--- config.mk ---
export PLATFORM = sky130hd
export DESIGN_NAME = keyword_substitution_cipher_top
export DESIGN_NICKNAME = d
export VERILOG_FILES = /design/src/hw/rtl/ksc_pkg.sv /design/src/hw/rtl/ksc_tables.sv /design/src/hw/rtl/ksc_seq.sv /design/src/hw/rtl/keyword_substitution_cipher_top.sv
export VERILOG_INCLUDE_DIRS = /design/src /design/src/hw/rtl
export SDC_FILE = /design/constraint.sdc
export NUM_CORES = 1
export LEC_CHECK = 0
export BUFFER_PORTS_ARGS = -buffer_cell sky130_fd_sc_hd__buf_2
export CAP_MARGIN = 40
export CORE_ASPECT_RATIO = 2
export CORE_MARGIN = 2
export CORE_UTILIZATION = 61
export DETAILED_ROUTE_END_ITERATION = 7
export PLACE_DENSITY_LB_ADDON = 0.2
export SETUP_SLACK_MARGIN = 0.5
export SLEW_MARGIN = 20
export SYNTH_ARGS = -nofsm -noshare
export SYNTH_HDL_FRONTEND = slang
export SYNTH_SLANG_ARGS = --single-unit
--- constraint.sdc ---
create_clock -name clk -period 7.4 [get_ports clk]
set_input_delay 0.37 -clock clk [delete_from_list [all_inputs] [get_ports clk]]
set_output_delay 0.37 -clock clk [all_outputs]
set_load 0.02 [all_outputs]
--- src/hw/rtl/keyword_substitution_cipher_top_assert.svh ---
// Assertion macros shared by the keyword substitution cipher RTL.
// Defining ASSERT_OFF turns every check into nothing.
`ifndef KEYWORD_SUBSTITUTION_CIPHER_TOP_ASSERT_SVH
`define KEYWORD_SUBSTITUTION_CIPHER_TOP_ASSERT_SVH

`ifndef ASSERT_OFF
// same-cycle implication, disabled in reset
`define KSC_ASSERT_IMP(label, ck, rn, ante, cons) \
  label: assert property (@(posedge ck) disable iff (!rn) (ante) |-> (cons)) \
    else $error("assertion failed");
// next-cycle implication, disabled in reset
`define KSC_ASSERT_NXT(label, ck, rn, ante, cons) \
  label: assert property (@(posedge ck) disable iff (!rn) (ante) |=> (cons)) \
    else $error("assertion failed");
`else
`define KSC_ASSERT_IMP(label, ck, rn, ante, cons)
`define KSC_ASSERT_NXT(label, ck, rn, ante, cons)
`endif

`endif

--- src/hw/rtl/ksc_pkg.sv ---
// Shared types, constants and character decode for the keyword substitution cipher.
// No dependencies.
package ksc_pkg;

  localparam int unsigned LTR_W = 5;
  localparam logic [LTR_W-1:0] LETTERS = 5'd26;
  localparam logic [LTR_W-1:0] LAST_LETTER = 5'd25;

  localparam logic [7:0] CHAR_UPPER_A = 8'h41;
  localparam logic [7:0] CHAR_UPPER_Z = 8'h5A;
  localparam logic [7:0] CHAR_LOWER_A = 8'h61;
  localparam logic [7:0] CHAR_LOWER_Z = 8'h7A;

  localparam logic ACT_KEY  = 1'b0;
  localparam logic ACT_TEXT = 1'b1;

  localparam int unsigned PADDR_W = 3;
  localparam logic REG_DECRYPT_MODE = 1'b0;  // word index of decrypt_mode

  typedef enum logic [1:0] {
    ST_IDLE = 2'b01,
    ST_FILL = 2'b10
  } ksc_state_t;

  typedef struct packed {
    logic             is_letter;
    logic             lower;
    logic [LTR_W-1:0] idx;
  } ksc_char_t;

  // table update request from the sequencer
  typedef struct packed {
    logic             clear;   // start a new alphabet
    logic             place;   // try to append letter
    logic [LTR_W-1:0] letter;
  } ksc_tbl_ctl_t;

  function automatic ksc_char_t ksc_decode(input logic [7:0] c);
    ksc_char_t  d;
    logic [7:0] diff;
    d = '0;
    if (c >= CHAR_UPPER_A && c <= CHAR_UPPER_Z) begin
      diff        = c - CHAR_UPPER_A;
      d.is_letter = 1'b1;
      d.idx       = diff[LTR_W-1:0];
    end else if (c >= CHAR_LOWER_A && c <= CHAR_LOWER_Z) begin
      diff        = c - CHAR_LOWER_A;
      d.is_letter = 1'b1;
      d.lower     = 1'b1;
      d.idx       = diff[LTR_W-1:0];
    end
    return d;
  endfunction

endpackage

--- src/hw/rtl/ksc_tables.sv ---
// Forward/inverse substitution tables, used-letter mask, fill count and text lookup.
// Depends on ksc_pkg and keyword_substitution_cipher_top_assert.svh.
`include "keyword_substitution_cipher_top_assert.svh"

module ksc_tables
  import ksc_pkg::*;
(
  input  logic         clk,
  input  logic         rst_n,
  input  ksc_tbl_ctl_t ctl,
  input  logic [7:0]   text_char,
  input  logic         decrypt_mode,
  output logic [7:0]   mapped_char
);

  // Entries are only trusted below fill_r (forward) or where used_r is set
  // (inverse); anything else reads as identity, so the arrays need no reset.
  logic [LTR_W-1:0] fw_r  [LETTERS];
  logic [LTR_W-1:0] inv_r [LETTERS];
  logic [LETTERS-1:0] used_r, used_nxt, used_eff;
  logic [LTR_W-1:0]   fill_r, fill_nxt, fill_eff;
  logic               do_place;

  assign used_eff = ctl.clear ? '0 : used_r;
  assign fill_eff = ctl.clear ? '0 : fill_r;

  assign do_place = ctl.place && (ctl.letter < LETTERS) && (fill_eff < LETTERS)
                    && !used_eff[ctl.letter];

  always_comb begin
    used_nxt = used_eff;
    fill_nxt = fill_eff;
    if (do_place) begin
      used_nxt = used_eff | (LETTERS'(1) << ctl.letter);
      fill_nxt = fill_eff + 5'd1;
    end
  end

  always_ff @(posedge clk) begin
    if (!rst_n) begin
      used_r <= '0;
      fill_r <= '0;
    end else begin
      used_r <= used_nxt;
      fill_r <= fill_nxt;
    end
  end

  always_ff @(posedge clk) begin
    if (do_place) begin
      fw_r[fill_eff]    <= ctl.letter;
      inv_r[ctl.letter] <= fill_eff;
    end
  end

  // text lookup
  ksc_char_t        tc;
  logic [LTR_W-1:0] t_idx, fw_val, inv_val, sel_val;
  logic [7:0]       base;

  assign tc      = ksc_decode(text_char);
  assign t_idx   = tc.is_letter ? tc.idx : '0;
  assign fw_val  = (t_idx < fill_r) ? fw_r[t_idx] : t_idx;
  assign inv_val = used_r[t_idx] ? inv_r[t_idx] : t_idx;
  assign sel_val = decrypt_mode ? inv_val : fw_val;
  assign base    = tc.lower ? CHAR_LOWER_A : CHAR_UPPER_A;

  assign mapped_char = tc.is_letter ? (base + {3'b000, sel_val}) : text_char;

  `KSC_ASSERT_IMP(a_fill_range, clk, rst_n, 1'b1, fill_r <= LETTERS)
  `KSC_ASSERT_IMP(a_fill_matches_mask, clk, rst_n, 1'b1, $countones(used_r) == 32'(fill_r))
  `KSC_ASSERT_NXT(a_clear_restarts, clk, rst_n, ctl.clear && !ctl.place, fill_r == 5'd0)

endmodule

--- src/hw/rtl/ksc_seq.sv ---
// Sequencer: tracks key progress and walks the alphabet after the final key item.
// Depends on ksc_pkg.
module ksc_seq
  import ksc_pkg::*;
(
  input  logic         clk,
  input  logic         rst_n,
  input  logic         key_acc,
  input  logic [7:0]   key_char,
  input  logic         key_last,
  output ksc_tbl_ctl_t ctl,
  output logic         busy
);

  ksc_state_t       state_r, state_nxt;
  logic [LTR_W-1:0] cnt_r, cnt_nxt;
  logic             kip_r, kip_nxt;
  ksc_char_t        kc;

  assign kc = ksc_decode(key_char);

  always_comb begin
    state_nxt  = state_r;
    cnt_nxt    = cnt_r;
    kip_nxt    = kip_r;
    ctl        = '0;
    unique case (state_r)
      ST_IDLE: begin
        if (key_acc) begin
          ctl.clear  = !kip_r;
          ctl.place  = kc.is_letter;
          ctl.letter = kc.idx;
          kip_nxt    = !key_last;
          if (key_last) begin
            state_nxt = ST_FILL;
            cnt_nxt   = '0;
          end
        end
      end
      ST_FILL: begin
        // one letter per cycle, alphabetical; used ones are skipped by the table
        ctl.place  = 1'b1;
        ctl.letter = cnt_r;
        cnt_nxt    = cnt_r + 5'd1;
        if (cnt_r == LAST_LETTER) begin
          state_nxt = ST_IDLE;
        end
      end
      default: begin
        state_nxt = ST_IDLE;
      end
    endcase
  end

  always_ff @(posedge clk) begin
    if (!rst_n) begin
      state_r <= ST_IDLE;
      cnt_r   <= '0;
      kip_r   <= 1'b0;
    end else begin
      state_r <= state_nxt;
      cnt_r   <= cnt_nxt;
      kip_r   <= kip_nxt;
    end
  end

  assign busy = (state_r == ST_FILL);

endmodule

--- src/hw/rtl/keyword_substitution_cipher_top.sv ---
// Keyword substitution cipher. Key items build the alphabet, text items are
// mapped one per cycle while in_stall is low. The final key item places its own
// letter, then starts a walk that offers each letter of the alphabet to the
// table update unit, one per cycle, during which in_stall stays high.
// Results leave from an output register, so a new item is taken while a
// result waits unless that result is itself stalled. decrypt_mode (byte
// address 0) selects the inverse table.
//
// Top level: handshake, APB register and output register.
// Depends on ksc_pkg, ksc_seq, ksc_tables and keyword_substitution_cipher_top_assert.svh.
`include "keyword_substitution_cipher_top_assert.svh"

module keyword_substitution_cipher_top
  import ksc_pkg::*;
(
  input  logic               clk,
  input  logic               rst_n,
  // input channel
  input  logic               in_valid,
  output logic               in_stall,
  input  logic               in_action,
  input  logic [7:0]         in_char_in,
  input  logic               in_key_last,
  // result channel
  output logic               out_valid,
  input  logic               out_stall,
  output logic [7:0]         out_char_out,
  // configuration
  input  logic               psel,
  input  logic               penable,
  input  logic               pwrite,
  input  logic [PADDR_W-1:0] paddr,
  input  logic [31:0]        pwdata,
  output logic [31:0]        prdata,
  output logic               pready
);

  logic         decrypt_r;
  logic         out_valid_r, out_valid_nxt;
  logic [7:0]   out_char_r;
  logic         in_xfer, text_xfer, key_xfer, out_xfer, busy, cfg_wr;
  logic [7:0]   mapped_char;
  ksc_tbl_ctl_t ctl;

  assign pready = 1'b1;
  assign cfg_wr = psel && penable && pwrite && pready;

  always_ff @(posedge clk) begin
    if (!rst_n) begin
      decrypt_r <= 1'b0;
    end else if (cfg_wr && (paddr[PADDR_W-1] == REG_DECRYPT_MODE)) begin
      decrypt_r <= pwdata[0];
    end
  end

  assign prdata = (paddr[PADDR_W-1] == REG_DECRYPT_MODE) ? {31'd0, decrypt_r} : 32'd0;

  assign in_stall  = busy || (out_valid_r && out_stall);
  assign in_xfer   = in_valid && !in_stall;
  assign text_xfer = in_xfer && (in_action == ACT_TEXT);
  assign key_xfer  = in_xfer && (in_action == ACT_KEY);
  assign out_xfer  = out_valid_r && !out_stall;

  ksc_seq u_seq (
    .clk      (clk),
    .rst_n    (rst_n),
    .key_acc  (key_xfer),
    .key_char (in_char_in),
    .key_last (in_key_last),
    .ctl      (ctl),
    .busy     (busy)
  );

  ksc_tables u_tables (
    .clk          (clk),
    .rst_n        (rst_n),
    .ctl          (ctl),
    .text_char    (in_char_in),
    .decrypt_mode (decrypt_r),
    .mapped_char  (mapped_char)
  );

  always_comb begin
    out_valid_nxt = out_valid_r;
    if (text_xfer) begin
      out_valid_nxt = 1'b1;
    end else if (out_xfer) begin
      out_valid_nxt = 1'b0;
    end
  end

  always_ff @(posedge clk) begin
    if (!rst_n) begin
      out_valid_r <= 1'b0;
    end else begin
      out_valid_r <= out_valid_nxt;
    end
  end

  always_ff @(posedge clk) begin
    if (text_xfer) begin
      out_char_r <= mapped_char;
    end
  end

  assign out_valid    = out_valid_r;
  assign out_char_out = out_char_r;

  `KSC_ASSERT_IMP(a_busy_stalls, clk, rst_n, busy, in_stall)
  `KSC_ASSERT_NXT(a_text_gives_result, clk, rst_n, text_xfer, out_valid_r)
  `KSC_ASSERT_NXT(a_last_key_walks, clk, rst_n, key_xfer && in_key_last, busy)

endmodule
Word-level counts from Yosys, hierarchy flattened
Memories as Yosys holds them, arrays and structs flattened.
Cells that the tools add are included.
Word-level totals
  output and inout port bits: 43
  memory bits (writable): 260
  register bits after elaboration: 49
  word-level logic and storage cells: 91
  memories: 2
  bits of input ports: 52
Memories
  u_tables.fw_r: words 26, bits a word 5, read ports 1, clocked after Yosys merged registers in 0, wr ports 1, RTL line ksc_tables.sv:18  | logic [LTR_W-1:0] fw_r [LETTERS];
  u_tables.inv_r: words 26, bits a word 5, read ports 1, clocked after Yosys merged registers in 0, wr ports 1, RTL line ksc_tables.sv:19  | logic [LTR_W-1:0] inv_r [LETTERS];
Cells by class
  reduce and logical (&&, ||, !) cells: 24
  equality and inequality tests: 6
  add/sub/neg operators: 5
  multiplexer cells: 33
  shifts and indexed selects: 1
  magnitude comparators: 9
  bitwise logic cells: 3
Operators by type and width (number)
  2-to-1 mux 26 bit: 2
  2-to-1 mux 5 bit: 9
  bitwise OR 26 bit: 1
  << shifter 1 x 5 -> 26 bit (first input constant): 1
  >= comparator 8 x 7 -> 1 bit (second input constant): 2
  less-or-equal comparator 8 x 7 -> 1 bit (second input constant): 2
  2-to-1 mux 7 bit: 2
  logical AND 1 bit: 13
  less-than comparator 5 x 6 -> 1 bit (second input constant): 2
  case mux 6 bit (2 select lines): 1
  adder 5 x 1 -> 5 bit (second input constant): 2
  binary-select mux 1 bit (select 5 bit): 2
  less-than comparator 5 bit (second input constant): 2
  2-to-1 mux 1 bit: 10
  case mux 5 bit (2 select lines): 1
  subtractor 5 x 1 -> 5 bit (second input constant): 2
  adder 8 x 5 -> 8 bit: 1
  2-to-1 mux 8 bit: 1
  2-to-1 mux 2 bit: 3
  2-to-1 mux 6 bit: 1
  AND reduction 3 bit: 2
  equality test 5 bit (second input constant): 1
  logical NOT 1 bit: 5
  less-than comparator 5 bit: 1
  9 further kinds: 12

Depth between registers and ports, before layout
Gate-level depths: netlist of the first run.
  depth after elaboration: 14
  depth in mapped cells: 25
  gate-level depth less buffers: 21

Modules after synthesis
From an unflattened synthesis of the first run, not the netlist that was laid out.
Unflattened totals
  cells, all modules: 1127
  area total of the unflattened synthesis: 14635.3 um^2
By module, submodules not included
  ksc_tables: cells each 978, sequential area each 8428.1 um^2, instances 1, area each 13267.7 um^2
  ksc_seq: cells each 93, sequential area each 160.2 um^2, instances 1, area each 760.7 um^2
  keyword_substitution_cipher_top: cells each 56, sequential area each 280.3 um^2, instances 1, area each 606.8 um^2

Worst setup path before layout of the first run
OpenSTA, ideal clock, no wires.
  path type: input-to-reg
  from: input in_char_in[0]
  to: register out_char_r[4], in the netlist out_char_out[4], data pin
  stages on the path: 24
  arrival: 4981 ps
  buffers on the path: 5
  required time: 7134 ps
  library setup time: 266 ps
  path slack: 2153 ps
  cells stage by stage: buf_2 inv_1 clkbuf_1 ha_1 nor3b_2 xnor2_1 a211o_1 buf_4 inv_2 buf_1 ha_1 a21oi_1 o211ai_1 o21ba_2 buf_1 a21oi_1 a211oi_1 or4b_2 a21boi_1 ha_1 inv_1 nor3_2 xor2_1 o21ai_1
On the way
  cells in the longest elaborated chain, start to end: 11
  elaborated cells on any way between the ends: 22
  classes of those cells: 3 x add/sub; 5 x order compare; 10 x mux; 2 x reduce/logical; 2 x memory
RTL lines
  from (decl): RTL line keyword_substitution_cipher_top.sv:22  | input logic [7:0] in_char_in,
  >= comparator 8 x 7 -> 1 bit / less-or-equal comparator 8 x 7 -> 1 bit (equally long branches): RTL line ksc_pkg.sv:46  | end else if (c >= CHAR_LOWER_A && c <= CHAR_LOWER_Z) begin
  logical AND 1 bit: RTL line ksc_pkg.sv:46
  2-to-1 mux 7 bit: RTL line ksc_pkg.sv:46
  2-to-1 mux 5 bit / 2-to-1 mux 1 bit (equally long branches): RTL line ksc_pkg.sv:42  | if (c >= CHAR_UPPER_A && c <= CHAR_UPPER_Z) begin
  2-to-1 mux 5 bit: RTL line ksc_tables.sv:62  | assign t_idx = tc.is_letter ? tc.idx : '0;
  binary-select mux 1 bit (select 5 bit): RTL line ksc_tables.sv:64  | assign inv_val = used_r[t_idx] ? inv_r[t_idx] : t_idx;
  2-to-1 mux 1 bit (not written as such): RTL line ksc_tables.sv:64
  2-to-1 mux 5 bit: RTL line ksc_tables.sv:64
  2-to-1 mux 5 bit: RTL line ksc_tables.sv:65  | assign sel_val = decrypt_mode ? inv_val : fw_val;
  adder 8 x 5 -> 8 bit: RTL line ksc_tables.sv:68  | assign mapped_char = tc.is_letter ? (base + {3'b000, sel_val}) : text_char;
  2-to-1 mux 8 bit *: RTL line ksc_tables.sv:68
  via mapped_char[4]: RTL line keyword_substitution_cipher_top.sv:42  | logic [7:0] mapped_char;
  to (signal assigned): RTL line keyword_substitution_cipher_top.sv:102  | out_char_r <= mapped_char;
  to (decl): RTL line keyword_substitution_cipher_top.sv:40  | logic [7:0] out_char_r;
The timed path passes the listed nets; every way through them passes the cells marked *. The select of a mux whose other input is x is not followed.
A chain may end at the register's enable or synchronous reset.

Worst setup path after layout of the first run
  from: input in_char_in[0]
  to: memory u_tables.fw_r[4][1], enable pin
On the way
  cells in the longest elaborated chain, start to end: 12
  elaborated cells on any way between the ends: 22
  classes of those cells: 2 x add/sub; 5 x order compare; 9 x mux; 6 x reduce/logical
RTL lines
  >= comparator 8 x 7 -> 1 bit / less-or-equal comparator 8 x 7 -> 1 bit (equally long branches): RTL line ksc_pkg.sv:46
  logical AND 1 bit: RTL line ksc_pkg.sv:46
  2-to-1 mux 7 bit: RTL line ksc_pkg.sv:46
  2-to-1 mux 5 bit: RTL line ksc_pkg.sv:42
  2-to-1 mux 7 bit *: RTL line ksc_seq.sv:29  | if (key_acc) begin
  case mux 6 bit (2 select lines) *: RTL line ksc_seq.sv:27  | unique case (state_r)
  binary-select mux 1 bit (select 5 bit) / less-than comparator 5 bit (equally long branches): RTL line ksc_tables.sv:28, ksc_tables.sv:27
  2-to-1 mux 1 bit (not written as such) / logical AND 1 bit (equally long branches): RTL line ksc_tables.sv:28, ksc_tables.sv:27
  logical NOT 1 bit / logical AND 1 bit (equally long branches): RTL line ksc_tables.sv:28, ksc_tables.sv:27
  logical AND 1 bit *: RTL line ksc_tables.sv:28  | && !used_eff[ctl.letter];
  2-to-1 mux 1 bit *: RTL line ksc_tables.sv:50  | if (do_place) begin
  2-to-1 mux 1 bit (not written as such) *: RTL line ksc_tables.sv:51  | fw_r[fill_eff] <= ctl.letter;
  to (decl): RTL line ksc_tables.sv:18
Mark *: on every way between the ends. The rest lies on a longest branch, timed or not. The select of a mux whose other input is x is not followed.

==> results of run 1 <==
[final cells by class]
cell class / instances / area, sq um
clock inverter: 15 / 143.9
sequential: 309 / 8869
fill: 1665 / 7442
clock buffer: 33 / 708.2
inverter: 31 / 116.4
tap: 283 / 354.1
timing repair buffer: 73 / 526.8
multi-input combinational: 723 / 4871
[cells by family after synthesis]
kind of cell	count (synthesis)	synth area share
AND/OR/NAND/NOR	314	0.1026
flip-flops	309	0.6243
AO/OA/AOI/OAI	271	0.1397
buffers and inverters	124	0.04492
multiplexers	79	0.06703
adder cells (fa/ha/maj)	16	0.01409
XOR/XNOR	11	0.006782
other	2	0.0005287
[power breakdown]
part | switching, uW | internal [uW] | total, uW | leakage (uW)
combinational | 216 | 88.6 | 304 | 0.00216
clock | 624 | 755 | 1380 | 0.000412
sequential | 2.89 | 1870 | 1880 | 0.00265
[through the flow]
stage | setup WS (ns) | area (sq um) | util
2_1_floorplan | 2.153 | 14320 | -
3_3_place_gp | 1.431 | 14610 | 0.6342
3_5_place_dp | 1.249 | 14710 | 0.6387
4_1_cts | 1.776 | 15560 | 0.6757
5_1_grt | 1.382 | 15590 | 0.6769
6_report | 1.519 | 15590 | 0.6769
[worst max-delay path, cell delays in order]
cell and delay [ns]:
buf_4 0.46, inv_1 0.36, ha_1 0.31, a2bb2oi_2 0.22
o2bb2ai_2 0.07, buf_4 0.21, o211ai_2 0.60, inv_2 0.27
buf_4 0.31, a21boi_1 0.49, mux2i_1 0.18, o2111ai_1 0.33
nand2_1 0.31, nor2_1 0.59, nand2_1 0.41, nor2_1 0.53
[sequential cells by signal, summed over array words and instances, names as in the netlist]
register / flops
u_tables.used_r: 26
u_tables.fill_r: 5
out_valid: 1
u_seq.state_r: 2
u_seq.kip_r: 1
u_tables.fw_r: 130
u_seq.cnt_r: 5
u_tables.inv_r: 130
decrypt_r: 1
out_char_out: 8
[routing by layer]
metal  up-vias  share of wire
met5         -              0
met4         0          0.080
met3       201           0.11
met2       771           0.46
met1      4872           0.35
li1       4357              -
[final timing paths]
kind / to / slack, ns / cells after the start
setup / recovery: u_tables.fw_r[4][1] / 1.52 / 16
hold / removal: decrypt_r / 0.08 / 3
setup reg to reg: u_tables.fw_r[4][1] / 2.02 / 14
hold reg to reg: u_tables.used_r[1] / 0.47 / 2
[layout by cell type, fill, tap and decap left out, types with 15 or more instances in the layout]
| master | Yosys | layout |
|---|---|---|
| a211oi_1 | 21 | 21 |
| a21oi_1 | 54 | 53 |
| buf_2 | 15 | 30 |
| buf_4 | 39 | 37 |
| clkbuf_16 | 0 | 27 |
| conb_1 | 2 | 32 |
| dfxtp_1 | 41 | 41 |
| edfxtp_1 | 268 | 268 |
| ha_1 | 16 | 16 |
| inv_1 | 26 | 26 |
| mux2i_1 | 58 | 58 |
| nand2_1 | 101 | 101 |
| nand3_1 | 41 | 41 |
| nor2_1 | 99 | 98 |
| nor3_1 | 15 | 15 |
| o21ai_0 | 33 | 33 |
| o31ai_1 | 30 | 30 |
==> results.json, run 1 <==
{
  "r2r-start": "u_seq.state_r[0]",
  "yosysMostFrequentCell": "edfxtp_1",
  "synthArstFlopShare": 0,
  "vias": 10200,
  "power_uw": 3561,
  "synthesis.area_sq_mm": 0.01420,
  "yosys-top-cells-area": "edfxtp_1, dfxtp_1, mux2i_1",
  "worstMarginPinSlew_ns": 0.9181,
  "synthCells": 1126,
  "synthFlopType": "edfxtp_1",
  "n_antenna_cell": 0,
  "vias_per_cell": 6.954,
  "dieArea_sq_mm": 0.02460,
  "clk_pin_slew_ns": 0.07,
  "report.final.slew_viol_count": 0,
  "ys_seq_elements": 309,
  "peakVddDrop_v": 0.0002227,
  "die_h_um": 219.8,
  "clk-insertion-delay-late_ns": 0.56,
  "yosysSeqAreaShare": 0.6243,
  "core_sq_mm": 0.02303,
  "drt_pass1_iterations": 6,
  "top_usage_layer": "met2",
  "cts_resized": 0,
  "fin_crit_ns": 5.881,
  "wl_per_cell_um": 27.57,
  "hold_start": "pwdata[0]",
  "post_cts_buffers": 0,
  "avgSynthCellArea_sq_um": 12.62,
  "start_util": 0.6168,
  "worst_clock_skew_ns": 0.02733,
  "cts_tree": "built",
  "synthTopCellsByCount": "edfxtp_1, nand2_1, nor2_1",
  "critPathCaptureType": "flip-flop",
  "drv_cap": 0,
  "worst_hold_slack_ns": 0.07631,
  "placed_cells": 1417,
  "clockRootBuffer": "clkbuf_16",
  "grt_pass1_vias": 9724,
  "use_met3": 0.05391,
  "yosysUniqueCellTypes": 86,
  "hp-class": "in2reg",
  "overflow": 0,
  "clock-sinks": 309,
  "place_congestion": 0.9930,
  "drt_wl_total_mm": 40.44,
  "grt_antenna_before_repair": 0,
  "chipWidth_um": 111.9,
  "hold_violations": 0,
  "crit_arrival_ns": 6.07,
  "cts.path.max_buffers": 3,
  "io_pins": 95,
  "final_net_count": 1232,
  "met1_usage": 0.4244,
  "stdcell_count": 1467,
  "cts_made_buffers": 26,
  "syn_to_final_growth_pct": 9.742,
  "startpoint": "in_char_in[0]",
  "port_buffers": 29,
  "final.period_utilization": 0.7947,
  "synth_top_cell_area_share": 0.5665,
  "pwr_density_cell_mw_per_mm2": 228.4,
  "ctsHtreeMaxLevel": 1,
  "tns_ns": 0,
  "status": "finished clean",
  "synth_edf_count": 268,
  "place_hpwl_mm": 26.85,
  "relSlewSlack": 0.3872,
  "yosys.area.top_type": "edfxtp_1",
  "grt_use_met2": 0.5075,
  "rsz0062_at_grt": "false",
  "drtIter0Drc": 1609,
  "finalSetupViolations": 0,
  "startpoint_type": "primary input",
  "layout-drive-gt1-share": 0.1394,
  "grt_max_degree": 50,
  "fp-row-count": 79,
  "grt_pass1_wl_mm": 59.46,
  "crit_fanout": 37,
  "postRouteAntennaNets": 0,
  "grt_usage": 0.3259,
  "yosys_warnings": 0,
  "worstPathRequired_ns": 7.58,
  "max_freq_ghz": 0.1700,
  "power.leakage_uw": 0.005221,
  "holdBufCountCts": 0,
  "crit_type": "in2reg",
  "drc": 0
}
(Power assumes the default switching activity.)
==> run 2, diff against run 1 <==
Clock period 7.4 ns to 6 ns, I/O delays scaled along.
==> run 2 against run 1 <==
Effect of this change:
- non-clock buffer count grew 7
- total power rose by 26%
- clock-buffer cell count grew 2
- register-to-register slack got worse by 1.2 ns
- sequential share of layout area down 0.32 points
- via count shrank 0.23%
- largest power group unchanged
- worst hold slack got worse by 0.044 ns
- sequential power grew 23%
- critical path type is now reg2reg
- die area unchanged
- clock skew shrank 0.016 ns
==> results.json, run 2 (synthesis results as in run 1) <==
{
  "hp-class": "in2reg",
  "crit_arrival_ns": 5.41,
  "vias": 10180,
  "swShare": 0.2323,
  "timing.final.ws_setup_ns": 0.7728,
  "overflow": 0,
  "p_int_uw": 3454,
  "place_congestion": 0.9638,
  "final.period_utilization": 0.8712,
  "grt_usage": 0.3280,
  "grt_pass1_vias": 9820,
  "drtIter0Drc": 1375,
  "worstPathRequired_ns": 6.18,
  "worstMarginPinSlew_ns": 0.8392,
  "report.final.slew_viol_count": 0,
  "n_antenna_cell": 0,
  "met2_length_mm": 18.94,
  "seq_power_share": 0.515,
  "grt_antenna_before_repair": 0,
  "critPathCaptureType": "flip-flop",
  "top_layer": "met4",
  "clockPowerShare": 0.402,
  "max_freq_ghz": 0.1913,
  "clk-insertion-delay-late_ns": 0.55,
  "regArea_sq_mm": 0.008869,
  "io_pins": 95,
  "placed_cells": 1421,
  "cts_tree": "built",
  "hold_violations": 0,
  "hold_start": "pwdata[0]",
  "finalSetupViolations": 0,
  "power.leakage_uw": 0.005290,
  "r2r-start": "u_seq.state_r[0]",
  "clockRootBuffer": "clkbuf_16",
  "chipWidth_um": 111.9,
  "wl_per_cell_um": 27.40,
  "pwr_density_cell_mw_per_mm2": 287.0,
  "startpoint_type": "flip-flop",
  "vias_per_cell": 6.905,
  "comb_power_share": 0.083,
  "peakVddDrop_v": 0.0004185,
  "crit_type": "reg2reg",
  "fp-row-count": 79,
  "holdBufCountCts": 0,
  "ctsHtreeMaxLevel": 1,
  "multiInputGateArea_sq_mm": 0.004857,
  "core_sq_mm": 0.02303,
  "relSlewSlack": 0.4389,
  "layout_commonest_cell": "edfxtp_1",
  "cts.path.max_buffers": 3,
  "start_util": 0.6168,
  "drt_pass1_iterations": 8,
  "worst_hold_slack_ns": 0.03213,
  "fillCellCount": 1693,
  "r2r_slack_ns": 0.77,
  "hold_end": "decrypt_r",
  "grt_max_degree": 42,
  "crit_fanout": 15,
  "worst_clock_skew_ns": 0.01125,
  "clk_pin_slew_ns": 0.07,
  "reg_top3": "u_tables.fw_r: 130 flops, u_tables.inv_r: 130 flops, u_tables.used_r: 26 flops",
  "met3_length_mm": 4.348,
  "die_h_um": 219.8,
  "port_buffers": 29,
  "r2r_end": "u_tables.inv_r[11][2]",
  "tns_ns": 0,
  "layout-drive-gt1-share": 0.1486,
  "p_sw_uw": 1045,
  "wl_met1_mm": 14.44,
  "rsz0062_at_grt": "true",
  "drt_wl_total_mm": 40.38,
  "drc": 0,
  "reg2regPathDepth": 14,
  "final_net_count": 1239,
  "final_cell_mix": "edfxtp_1, nand2_1, nor2_1, mux2i_1, a21oi_1",
  "drv_cap": 0,
  "fin_crit_ns": 5.227,
  "place_ws_ns": 0.6334,
  "cts_made_buffers": 26,
  "postRouteAntennaNets": 0,
  "dieArea_sq_mm": 0.02460,
  "clock-sinks": 309,
  "hold_depth": 3,
  "status": "finished clean",
  "grt_pass1_wl_mm": 60.24,
  "stdcell_count": 1474,
  "place_hpwl_mm": 27.07,
  "syn_to_final_growth_pct": 10.37
}
## run 2: worst max-delay path by stage
stage                startpoint                     to  slack, ns  cells past startpoint
3_5_place_dp      in_char_in[0]   u_tables.fw_r[14][3]       0.63                     14
3_3_place_gp      in_char_in[0]  u_tables.inv_r[19][3]       0.69                     14
5_1_grt        u_seq.state_r[0]  u_tables.inv_r[10][3]       0.51                     14
4_1_cts        u_seq.state_r[0]   u_tables.fw_r[14][3]       0.67                     14
6_report       u_seq.state_r[0]  u_tables.inv_r[11][2]       0.77                     14
2_1_floorplan     in_char_in[0]        out_char_out[4]       0.82                     24
## run 2: repair_timing
item,CTS,global route
gates resized for setup,0,2
endpoints found under the setup margin,0,150
hold endpoints to repair,0,0
setup buffers,0,0
## run 2: critical path: stages, from the launching register on
cell and delay (ns):
dfxtp_1 0.36, inv_1 0.06, ha_1 0.34, nor2b_1 0.28
and4b_1 0.50, o2111ai_1 0.46, a21o_1 0.38, inv_2 0.20
mux2i_1 0.22, mux2i_1 0.10, o2111ai_1 0.34, nand2_1 0.33
inv_1 0.15, nand3_1 0.50, nor2_1 0.64
## run 2: cell type report
class | count | area share
sequential | 309 | 0.5657
multi-input combinational | 723 | 0.3098
clock buffer | 35 | 0.04884
timing repair buffer | 80 | 0.03567
tap | 283 | 0.02259
clock inverter | 13 | 0.009976
inverter | 31 | 0.007422
## run 2: metal layers
layer | vias to the layer above | track usage
met5 | - | 0
met4 | 0 | 0.1708
met3 | 178 | 0.05336
met2 | 735 | 0.5349
met1 | 4906 | 0.4258
li1 | 4359 | -
## run 2: per-stage QoR
stage | total power, uW | cell area, sq um | utilization
after floorplan | 2613 | 14320 | -
after global placement | 2713 | 14650 | 0.6360
after detailed placement | 2721 | 14690 | 0.6378
after CTS | 4486 | 15610 | 0.6778
after global routing | 4609 | 15680 | 0.6807
final | 4499 | 15680 | 0.6807
## run 2: power groups by stage
stage / logic, uW / clock network [uW] / registers, uW
floorplan: 246 / 0 / 2370
global placement: 350 / 0 / 2360
detailed placement: 357 / 0 / 2360
CTS: 359 / 1810 / 2320
global route: 389 / 1910 / 2310
finish: 373 / 1810 / 2320
